### src/bpa_pkg.sv
`default_nettype none
// ----------------------------------------------------------------------------
// bpa_pkg
// Shared types and codes of the bitmap page allocator.
// ----------------------------------------------------------------------------
package bpa_pkg;

  typedef enum logic [1:0] {
    FN_INIT  = 2'd0,
    FN_ALLOC = 2'd1,
    FN_FREE  = 2'd2,
    FN_QUERY = 2'd3
  } func_t;

  typedef enum logic [1:0] {
    ST_OK      = 2'd0,
    ST_NOINIT  = 2'd1,
    ST_OOM     = 2'd2,
    ST_BADADDR = 2'd3
  } status_t;

  typedef struct packed {
    func_t       func;
    logic        aligned;
    logic [31:0] page;
  } cmd_t;

  localparam int WORD_BITS = 64;
  localparam int WORD_SHIFT = 6;

endpackage
`default_nettype wire

### src/bpa_queue.sv
`default_nettype none
// ----------------------------------------------------------------------------
// bpa_queue
// Two-entry request queue between the front and the back.
// ----------------------------------------------------------------------------
module bpa_queue (
  input  wire            clk,
  input  wire            rst,
  input  wire            push,
  input  bpa_pkg::cmd_t  push_cmd,
  output logic           push_ready,
  input  wire            pop,
  output logic           pop_valid,
  output bpa_pkg::cmd_t  pop_cmd
);
  bpa_pkg::cmd_t slots [2];
  logic          wr_ptr;
  logic          rd_ptr;
  logic [1:0]    count;

  assign push_ready = (count != 2'd2);
  assign pop_valid  = (count != 2'd0);
  assign pop_cmd    = slots[rd_ptr];

  always_ff @(posedge clk) begin
    if (rst) begin
      wr_ptr <= 1'b0;
      rd_ptr <= 1'b0;
      count  <= 2'd0;
    end else begin
      if (push && push_ready) begin
        wr_ptr <= !wr_ptr;
      end
      if (pop && pop_valid) begin
        rd_ptr <= !rd_ptr;
      end
      count <= count + 2'((push && push_ready) ? 1 : 0) - 2'((pop && pop_valid) ? 1 : 0);
    end
    if (push && push_ready) begin
      slots[wr_ptr] <= push_cmd;
    end
  end
endmodule
`default_nettype wire

### config.mk
export PLATFORM = sky130hd
export DESIGN_NAME = bpa_queue
export DESIGN_NICKNAME = d
export VERILOG_FILES = /design/src/bpa_pkg.sv /design/src/bpa_queue.sv
export SDC_FILE = /design/constraint.sdc
export NUM_CORES = 1
export LEC_CHECK = 0
export BUFFER_PORTS_ARGS = -buffer_cell sky130_fd_sc_hd__buf_2
export CAP_MARGIN = 40
export CORE_MARGIN = 2
export CORE_UTILIZATION = 50
export CTS_BUF_LIST = sky130_fd_sc_hd__clkbuf_8
export CTS_CLUSTER_DIAMETER = 80
export DETAILED_ROUTE_END_ITERATION = 12
export PLACE_DENSITY = 0.81
export REMOVE_ABC_BUFFERS = 1
export SYNTH_ARGS = -nofsm -noshare
export SYNTH_HDL_FRONTEND = slang
export SYNTH_SLANG_ARGS = --single-unit
### constraint.sdc
create_clock -name clk -period 4.9 [get_ports clk]
set_clock_uncertainty 0.05 [all_clocks]
set_input_delay 0 -clock clk [delete_from_list [all_inputs] [get_ports clk]]
set_output_delay 0 -clock clk [all_outputs]
set_load 0.02 [all_outputs]
==> flow_metrics.tcl <==
set metrics [dict create \
    synth_mux_area_share_pct 14.16 \
    syn_avg_cell_area_um2 20.17 \
    max_freq_mhz 537.6 \
    crit_path_max_incr_delay_ns 0.90 \
    path_clk_slew_ns 0.06 \
    finalHoldViolCount 0 \
    antenna_cells 0 \
    root_buffer "clkbuf_8" \
    fp.dieW_um 78.62 \
    synth_edf_count 70 \
    final_core_util_pct 69.43 \
    grt_pass1_wl_mm 7.389 \
    met3_usage_pct 6.092 \
    cts_resized 0 \
    synth_fa_ha_area_share_pct 0.4494 \
    synthArstFlopShare_pct 0 \
    end_kind "output port" \
    synth-simple-area-share_pct 3.281 \
    synth_top_family_by_area "multiplexers" \
    syn2layout_area_growth_pct 35.64 \
    syn_inst 138 \
    setup_tns_ns 0 \
    yosys.area.top_type_share_pct 75.51 \
    crit_path_cell_trace "mux2_1 > buf_2" \
    drt-pass1-iter-count 5 \
    netlist_top_cells_count "edfxtp_1 (70), mux2_1 (35), dfxtp_1 (5), nor2_1 (4), buf_4 (3)" \
    period_minus_slack_ns 1.860 \
    leakage_nw 1.460 \
    synth_cell_types 24 \
    synth_top_cells_by_area "edfxtp_1 (76%), mux2_1 (14%), dfxtp_1 (3.6%)" \
    period_share_pct 37.96 \
    synth-seq-cells 75 \
    die_h_um 78.62 \
    hpwl_mm 2.904 \
    ys.warnings.count 0 \
    synthXorXnorAreaFrac_pct 0.3146 \
    drc 0 \
    maxSlewHeadroom_pct 42.40 \
    timing.critical_path.buf_inv 1 \
    syn_area_mm2 0.002784 \
    rsz0062_at_grt "no" \
    use_met2_pct 26.75 \
    cpLargestDelayFamily "flip-flops" \
    core_mm2 0.005439 \
    wl_per_cell_um 14.48 \
    arrival_ns 1.81 \
    cp.required_ns 4.85 \
    avgViaCountPerCell 4.871 \
    drtAntennaViolNets 0 \
    grt_overflow 0 \
    antenna_found_initial 0 \
    pin_count 76 \
    hp-class "in -> reg" \
    seq_area_frac_synth_pct 79.10 \
    powerDensity_mw_per_mm2 425.7 \
    gp_congestion 0.7380 \
    dieArea_mm2 0.006180 \
    yosysTopAreaCell "edfxtp_1" \
    cts_buffers 9 \
    grt_pass1_vias 1623 \
    setup_viol 0 \
    tightestPinTransition_ns 0.8640 \
    cts_sinks 75 \
    top_usage_layer "met2" \
    drive_gt1_share_pct 34.73 \
    synth_compound_area_share_pct 1.573 \
    clk_path_buf_depth 2 \
    start_kind "flip-flop" \
    met1_usage_pct 18.81 \
    clk-insertion-delay-late_ns 0.32 \
    finalNetCount 298 \
    yosysMostFrequentCell "edfxtp_1" \
    track_usage_pct 16.21 \
    cpMaxStageDelayCell "dfxtp_2" \
    status "finished clean" \
    io_buffers 75 \
    start_util_pct 51.18 \
    pre_cts_ws_ns 3.085 \
    rows 27 \
    critical_path_class "reg -> out" \
    ir_drop_uv 265.9 \
    synthFlopType "edfxtp_1" \
    cts_tree "built" \
    htreeDepth 3 \
    first_iter_violations 90 \
    path_max_fanout 35 \
    finalWorstSetupSlack_ns 3.040 \
    drv_slew 0 \
    wirelength_mm 4.837 \
    cap_violations 0 \
    vias 1627 \
    grt_max_degree 36 \
]
area by class of cell:
cell class,instances,area [µm²]
flip-flops and latches,75,2203
fillers,391,1663
repair buffers,113,753.2
multi-input cells,58,551.8
clock buffers,9,123.9
well taps,72,90.09
clock inverters,6,50.05
inverters,1,3.754
flip-flops by register name (all words and copies together) (netlist names), named ones only:
signal  count
slots      70
wr_ptr      1
count       2
rd_ptr      1
placed cells by master (no fill, tap or decap), drive strengths merged:
| cell type | instances |
|---|---|
| clkinv | 3 |
| nor4 | 1 |
| nor3 | 1 |
| mux2 | 35 |
| clkbuf | 9 |
| xor2 | 1 |
| ha | 1 |
| nor2 | 4 |
| dlygate4sd3 | 37 |
| nand3 | 1 |
| nor2b | 2 |
| inv | 3 |
| or2 | 1 |
| nor4bb | 1 |
| dfxtp | 5 |
| o21ai | 2 |
| bufinv | 1 |
| nand2b | 1 |
| edfxtp | 70 |
| o31a | 1 |
| o21ba | 1 |
| buf | 76 |
| nand3b | 1 |
| a21bo | 1 |
| a21oi | 1 |
| and3 | 2 |
stage by stage:
stage / power [mW] / cell area, µm² / hold WS (ns) / std cells
2_1_floorplan: 1.057 / 2756 / 0.01907 / 134
3_3_place_gp: 1.177 / 3232 / 0.1405 / 282
3_5_place_dp: 1.183 / 3232 / 0.1429 / 282
4_1_cts: 1.622 / 3776 / 0.03365 / 334
5_1_grt: 1.681 / 3776 / 0.07795 / 334
6_report: 1.607 / 3776 / 0.04271 / 334
worst min-delay path, cell delays in order:
cell     delay (ns)
buf_2          0.12
o21ai_1        0.09
xor2_1         0.09
nor2_1         0.07
kinds of logic (layout without fill, tap and decap cells):
logic type      Yosys count  count (layout)
compound gates            6               6
buf+inv                   5             129
mux                      35              35
simple gates             15              15
fa+ha+maj                 1               1
xor+xnor                  1               1
flops                    75              75
where the power goes:
part	total (mW)	leakage, nW	internal (mW)	switching, mW
logic	0.362	0.667	0.157	0.205
registers	0.830	0.696	0.779	0.0513
clock network	0.416	0.0965	0.224	0.191
repair_timing:
item / in CTS / in global routing
hold buffers: 37 / 0
endpoints found under the hold margin: 75 / 0
buffers inserted: 0 / 0
layer usage:
layer	part of all wire (%)	up-vias
met3	8.2	6
met2	48	69
met1	42	777
met4	1.0	0
met5	0	-
li1	-	775
worst paths after layout:
check	endpoint	cells after the start	slack, ns	start
setup / recovery	pop_cmd[12]	2	3.04	flip-flop
hold / removal	rd_ptr	4	0.04	pop
setup reg to reg	slots[0][7]	4	3.09	count[0]
hold reg to reg	rd_ptr	2	0.47	rd_ptr
(Power assumes the default switching activity.)
