--- src/bpa_pkg.sv ---
`default_nettype none
// ----------------------------------------------------------------------------
// bpa_pkg
// Shared types and codes of the bitmap page allocator.
// ----------------------------------------------------------------------------
package bpa_pkg;

  typedef enum logic [1:0] {
    FN_INIT  = 2'd0,
    FN_ALLOC = 2'd1,
    FN_FREE  = 2'd2,
    FN_QUERY = 2'd3
  } func_t;

  typedef enum logic [1:0] {
    ST_OK      = 2'd0,
    ST_NOINIT  = 2'd1,
    ST_OOM     = 2'd2,
    ST_BADADDR = 2'd3
  } status_t;

  typedef struct packed {
    func_t       func;
    logic        aligned;
    logic [31:0] page;
  } cmd_t;

  localparam int WORD_BITS = 64;
  localparam int WORD_SHIFT = 6;

endpackage
`default_nettype wire

--- src/bpa_front.sv ---
`default_nettype none
// ----------------------------------------------------------------------------
// bpa_front
// Request register: takes a request and classifies its address.
// ----------------------------------------------------------------------------
module bpa_front #(
  parameter int PAGE_BYTES = 4096
) (
  input  wire               clk,
  input  wire               rst,
  input  wire               in_valid,
  output logic              in_stall,
  input  wire  [1:0]        func,
  input  wire  [31:0]       address,
  output logic              cmd_valid,
  output bpa_pkg::cmd_t     cmd,
  input  wire               cmd_ready
);
  localparam int SHIFT = $clog2(PAGE_BYTES);

  assign in_stall = cmd_valid && !cmd_ready;

  always_ff @(posedge clk) begin
    if (rst) begin
      cmd_valid <= 1'b0;
    end else if (!in_stall) begin
      cmd_valid <= in_valid;
    end
    if (!in_stall && in_valid) begin
      cmd.func    <= bpa_pkg::func_t'(func);
      cmd.aligned <= (address[SHIFT-1:0] == '0);
      cmd.page    <= address >> SHIFT;
    end
  end
endmodule
`default_nettype wire

--- config.mk ---
export PLATFORM = sky130hd
export DESIGN_NAME = bpa_front
export DESIGN_NICKNAME = d
export VERILOG_FILES = /design/src/bpa_pkg.sv /design/src/bpa_front.sv
export SDC_FILE = /design/constraint.sdc
export NUM_CORES = 1
export LEC_CHECK = 0
export ABC_CLOCK_PERIOD_IN_PS = 2000
export BUFFER_PORTS_ARGS = -buffer_cell sky130_fd_sc_hd__buf_2
export CAP_MARGIN = 20
export CORE_MARGIN = 5
export CORE_UTILIZATION = 33
export DETAILED_ROUTE_END_ITERATION = 10
export GPL_ROUTABILITY_DRIVEN = 0
export PLACE_DENSITY = 0.74
export SYNTH_ARGS = -nofsm -noshare
export SYNTH_HDL_FRONTEND = slang
export SYNTH_SLANG_ARGS = --single-unit
export TNS_END_PERCENT = 1
--- constraint.sdc ---
create_clock -name clk -period 2 [get_ports clk]
set_input_delay 0.4 -clock clk [delete_from_list [all_inputs] [get_ports clk]]
set_output_delay 0.4 -clock clk [all_outputs]
set_load 0.02 [all_outputs]
==> impl_metrics.csv, run 1 <==
group,metric,value,unit
global_routing,grt_start_max_net_pins,24,
worst_setup_path,critPathLaunchType,"flop",
final_layout,finish.net_count,149,
clocking,cts_tree,"done",
global_routing,first_global_vias,579,
clocking,clkSlewWorstSetupHoldPaths,0.11,ns
global_routing,grt.busiest_layer,"met2",
global_routing,globalRouteMet2Util,16.8,%
route,route.detailed.drc,0,
synth,synth_enable_flop_cells,23,
route,detailedRoute.firstPassIterationCount,3,
global_routing,grtUsageMet1,9.57,%
final_layout,postLayoutCellArea,0.00119,mm^2
floorplan,area_inside_the_core_boundary,0.00248,mm^2
clocking,ctsHoldBuffers,0,
global_routing,grt_util_all_layers,9.42,%
clocking,htree_levels,1,
synth,synthesis.area_per_instance,19.4,um^2
place,hpwlAfterDp,1.53,mm
synth,synth-seq-area-share,83.2,%
global_routing,grt.met3_usage,3.62,%
clocking,postCtsSetupBuffers,0,
clocking,numCtsBuffers,3,
route,num_vias,571,
pwr,leakagePower,0.553,nW
route,drtAntennaViolNets,0,
worst_setup_path,timing.critical_path.to_type,"output port",
route,detail_route.iter0.violations,7,
synth,post_synth_xor_area_fraction,0,%
place,buffer_ports.inserted,62,
clocking,cts-resized-gates,0,
synth,synthDominantAreaCellType,"edfxtp_1",
route,viasPerCell,4.08,
global_routing,grt_first_pass_wirelength,2.46,mm
final_layout,number_of_fill_cells_in_the_layout,221,
synth,post_synth_fa_ha_maj_area_fraction,0,%
timing,totalNegativeSetupSlack,0,ns
synth,fraction_of_the_mapped_netlist_area_in_simple_logic_gates,4.69,%
synth,share_of_the_synthesized_area_in_the_top_cell_type,80.8,%
timing,clock-skew-final,0.00133,ns
synth,netlist_top_cells_area,"edfxtp_1, buf_4, dfxtp_1, nor4_1, o21ba_2",
timing,maxSlewViolCount,0,
synth,main_combinational_cell_family_by_area_after_synthesis,"buffers and inverters",
timing,grt_setup_unrepaired,"no",
flow_run,timing.max_cap.violations,0,
timing,period_needed,1.40,ns
clocking,cts_buffer_depth,2,
synth,instance_count_of_the_mapped_netlist,44,
synth,synth.cells.most_frequent,"edfxtp_1, buf_4, nor4_1",
route,drt-wirelength-per-cell,12.6,um
worst_setup_path,crit_required,1.60,ns
run_status,outcome,"finished clean",
floorplan,die_height,60.9,um
clocking,tritoncts_num_sinks,24,
final_layout,final_layout_size_suffix_gt1_share,62.7,%
place,detailed_place.area,0.00116,mm^2
synth,post_synth_num_cell_types,9,
pwr,pwr_density_cell,781,mW/mm^2
floorplan,initial_utilization,34.5,%
global_routing,residual_overflow_from_global_routing,0,
pwr,ir_worst_vdd,0.411,mV
synth,ys_warn_count,0,
timing,hold_viol,0,
worst_setup_path,crit_arrival,1.00,ns
hold_path,holdCritPathClass,"in -> reg",
synth,multiplexer_fraction_of_the_synthesized_cell_area,0,%
synth,synth_ff_type,"edfxtp_1",
global_routing,number_of_antenna_violations_at_the_first_check_in_global_routing,0,
worst_setup_path,worst-setup-path-type,"reg -> out",
final_layout,area_growth_syn_to_layout,39.2,%
route,route.final.wire_length,1.77,mm
synth,synth.cell_area,855,um^2
timing,post-route-period-util,70.0,%
clocking,insertion_delay,0.30,ns
synth,async_flop_share,0,%
clocking,clockRootBuffer,"clkbuf_4",
worst_setup_path,critPathMaxFanout,3,
floorplan,i_o_pin_count,75,
floorplan,fp.dieArea,0.00371,mm^2
timing,timing.final.setup_violations,0,
synth,synth_seq_cells,24,
final_layout,antenna_diode_count,0,
synth,synth_compound_gate_area_share,1.17,%
floorplan,die-width,60.9,um
synth,yosys.cell_count.top_type,"edfxtp_1",
timing,max_clock_freq,0.714,GHz
floorplan,fp-row-count,18,
==> area by class of cell <==
cell class | count | area [um^2] | area share, %
multi-input combinational | 19 | 97.6 | 8.20
tap | 30 | 37.5 | 3.15
sequential | 24 | 711 | 59.7
clock buffer | 4 | 26.3 | 2.21
timing repair buffer | 63 | 318 | 26.7
==> sequential cells by signal, summed over array words and instances (netlist names) <==
| signal | cells |
|---|---|
| cmd | 23 |
| cmd_valid | 1 |
==> logic make-up after synthesis <==
logic type,count (synthesis)
AO/OA/AOI/OAI,1
buffers and inverters,12
flip-flops,24
other,1
AND/OR/NAND/NOR,6
==> per-stage QoR <==
step | std cells | utilization (%) | hold slack [ns] | total power [mW] | setup slack (ns)
after floorplan | 55 | - | 0.499 | 0.693 | 0.374
after global placement | 136 | 47.0 | 0.578 | 0.738 | 0.768
after detailed placement | 136 | 47.0 | 0.579 | 0.742 | 0.741
after CTS | 140 | 48.0 | 0.255 | 0.945 | 0.580
after global routing | 140 | 48.0 | 0.229 | 0.987 | 0.479
final | 140 | 48.0 | 0.269 | 0.929 | 0.600
==> per-layer routing <==
metal	routed length, um	vias up
met5	0	-
met4	0	0
met3	361	0
met2	846	53
met1	561	246
li1	-	272
==> report_power, final <==
group	internal (mW)	switching, mW
registers	0.584	0.00600
clock network	0.0776	0.123
logic	0.0490	0.0895
==> worst paths after layout <==
check | from | end | slack (ns) | cells past startpoint
min | address[27] | cmd[15]$_DFFE_PP_ | 0.27 | 1
min reg2reg | cmd_valid$_SDFFE_PP0N_ | cmd_valid$_SDFFE_PP0N_ | 0.67 | 2
max | cmd_valid$_SDFFE_PP0N_ | in_stall | 0.60 | 2
max reg2reg | cmd_valid$_SDFFE_PP0N_ | cmd[15]$_DFFE_PP_ | 0.82 | 3
==> worst max-delay path, cell delays in order (launching register included) <==
cell and delay (ns):
dfxtp_1 0.34, nor2b_2 0.18, buf_2 0.19
==> layout by cell type (no fill, tap or decap), drive strengths merged <==
cell type | netlist | routed
o21ba | 1 | 1
conb | 1 | 12
and3 | 1 | 1
nor4 | 3 | 3
buf | 12 | 63
nor2b | 2 | 2
edfxtp | 23 | 23
dfxtp | 1 | 1
clkbuf | 0 | 4
Note: power is estimated with default switching activity, not from simulation.
==> inputs of run 2 (changes only) <==
--- a/config.mk
+++ b/config.mk
@@ -5,7 +5,7 @@
 export SDC_FILE = /design/constraint.sdc
 export NUM_CORES = 1
 export LEC_CHECK = 0
-export ABC_CLOCK_PERIOD_IN_PS = 2000
+export ABC_CLOCK_PERIOD_IN_PS = 1200
 export BUFFER_PORTS_ARGS = -buffer_cell sky130_fd_sc_hd__buf_2
 export CAP_MARGIN = 20
 export CORE_MARGIN = 5
==> constraint.sdc (replaced) <==
create_clock -name clk -period 1.2 [get_ports clk]
set_input_delay 0.24 -clock clk [delete_from_list [all_inputs] [get_ports clk]]
set_output_delay 0.24 -clock clk [all_outputs]
set_load 0.02 [all_outputs]
==> run 2 against run 1 <==
- clock skew fell by 0.00056 ns
- clock power grew to 2.8 times the previous value
- via count up 2.8%
- highest routed layer unchanged
- first-iteration DRC count increased by 110%
- core utilization increased by 2.6 points
- largest cell class unchanged
- design area rose by 5.4%
- global-route usage barely moved
- sequential share of layout area fell by 2.9 points
- die area did not move
- wire length is 0.79% higher
==> impl_metrics.csv, run 2 (same netlist as run 1, synthesis figures left out) <==
group,metric,value,unit
pwr,pwr_density_cell,1430,mW/mm^2
final_layout,number_of_fill_cells_in_the_layout,227,
route,num_vias,587,
floorplan,die-width,60.9,um
timing,max_clock_freq,0.855,GHz
final_layout,final_layout_size_suffix_gt1_share,64.9,%
final_layout,reg.largest.list,"cmd x23, cmd_valid x1",
timing,timing.final.setup_violations,0,
timing,grt_setup_unrepaired,"yes",
flow_run,timing.max_cap.violations,0,
global_routing,number_of_antenna_violations_at_the_first_check_in_global_routing,0,
timing,period_needed,1.17,ns
final_layout,largest_register_ff_count,23,
worst_setup_path,crit_required,1.23,ns
global_routing,grt_start_max_net_pins,24,
hold_path,holdCritPathClass,"in -> reg",
clocking,clockRootBuffer,"clkbuf_4",
final_layout,layout_common_cells,"buf_2, edfxtp_1, conb_1",
global_routing,first_global_vias,585,
worst_setup_path,critPathMaxFanout,23,
clocking,numCtsBuffers,3,
place,buffer_ports.inserted,62,
floorplan,die_height,60.9,um
global_routing,grtUsageMet1,9.35,%
route,route.final.wire_length,1.78,mm
worst_setup_path,timing.critical_path.to_type,"flop",
run_status,outcome,"finished clean",
final_layout,final_cell_count_no_fill,141,
clocking,htree_levels,1,
final_layout,registers.top_by_ff_count,"cmd",
clocking,cts_tree,"done",
pwr,ir_worst_vdd,0.812,mV
floorplan,initial_utilization,34.5,%
clocking,tritoncts_num_sinks,24,
worst_setup_path,critPathLaunchType,"flop",
worst_setup_path,worst-setup-path-type,"reg -> reg",
timing,post-route-period-util,97.4,%
route,detailedRoute.firstPassIterationCount,4,
worst_setup_path,crit_arrival,1.20,ns
final_layout,area_growth_syn_to_layout,46.7,%
route,route.detailed.drc,0,
timing,maxSlewViolCount,0,
clocking,cts_buffer_depth,2,
route,viasPerCell,4.16,
final_layout,antenna_diode_count,0,
global_routing,grt.met3_usage,5.11,%
global_routing,globalRouteMet2Util,16.5,%
floorplan,i_o_pin_count,75,
route,detail_route.iter0.violations,15,
pwr,leakagePower,0.583,nW
clocking,clkSlewWorstSetupHoldPaths,0.12,ns
global_routing,grt_util_all_layers,9.44,%
floorplan,area_inside_the_core_boundary,0.00248,mm^2
floorplan,fp-row-count,18,
global_routing,grt_first_pass_wirelength,2.50,mm
place,post-place-cells,136,
final_layout,area_occupied_by_multi_input_gates,108,um^2
final_layout,seq_area,712,um^2
global_routing,residual_overflow_from_global_routing,0,
timing,hold_viol,0,
global_routing,grt.busiest_layer,"met2",
timing,clock-skew-final,0.000766,ns
final_layout,mostFrequentLayoutCell,"buf_2",
clocking,insertion_delay,0.30,ns
timing,whs,0.0995,ns
route,drtAntennaViolNets,0,
route,drt-wirelength-per-cell,12.6,um
final_layout,finish.net_count,150,
floorplan,fp.dieArea,0.00371,mm^2
-- run 2: path summary, 6_finish.rpt --
kind,startpoint,endpoint,slack (ns),cells past startpoint
worst min register to register,cmd_valid$_SDFFE_PP0N_,cmd_valid$_SDFFE_PP0N_,0.76,3
worst min-delay path,address[27],cmd[15]$_DFFE_PP_,0.1,1
worst max-delay path,cmd_valid$_SDFFE_PP0N_,cmd[12]$_DFFE_PP_,0.03,4
worst max register to register,cmd_valid$_SDFFE_PP0N_,cmd[12]$_DFFE_PP_,0.03,4
-- run 2: worst max-delay path, stage by stage, from the launching register on --
cell	delay, ns
dfxtp_2	0.34
nor2b_4	0.12
buf_4	0.13
nor2b_4	0.12
buf_12	0.18
-- run 2: cell type report --
cell class	count	area share [%]
Sequential cell	24	56.8
Timing Repair Buffer	64	27.4
Multi-Input combinational cell	19	8.58
Tap cell	30	2.99
Clock inverter	1	2.40
Clock buffer	3	1.80
-- run 2: per-stage QoR --
stage                     total power [mW]  setup WS [ns]  utilization [%]  cell area (um^2)  TNS [ns]
after floorplan                       1.16        -0.0776                -               910     -1.78
after global placement                1.24          0.183             47.9              1190         0
after detailed placement              1.25          0.162             47.9              1190         0
after CTS                             1.81         0.0255             50.6              1250         0
after global routing                  1.88        -0.0264             50.6              1250    -0.231
final                                 1.79         0.0310             50.6              1250         0
-- run 2: per-layer routing --
metal | routed length, um | up-vias | share of wire, %
met2 | 805 | 59 | 45
li1 | - | 275 | -
met3 | 402 | 0 | 23
met1 | 576 | 253 | 32
met5 | 0 | - | 0
met4 | 0 | 0 | 0
-- run 2: where the power goes --
| part | internal [mW] | total (mW) | switching, mW |
|---|---|---|---|
| clock network | 0.338 | 0.561 | 0.223 |
| logic | 0.0942 | 0.247 | 0.153 |
| registers | 0.974 | 0.984 | 0.0108 |
-- run 2: repair_timing --
action | CTS | global route
setup buffers | 1 | 0
gates resized for setup | 2 | 0
hold buffers | 0 | 0
endpoints found under the hold margin | 0 | 0
gates cloned | 0 | 0
setup endpoints to repair | 1 | 24
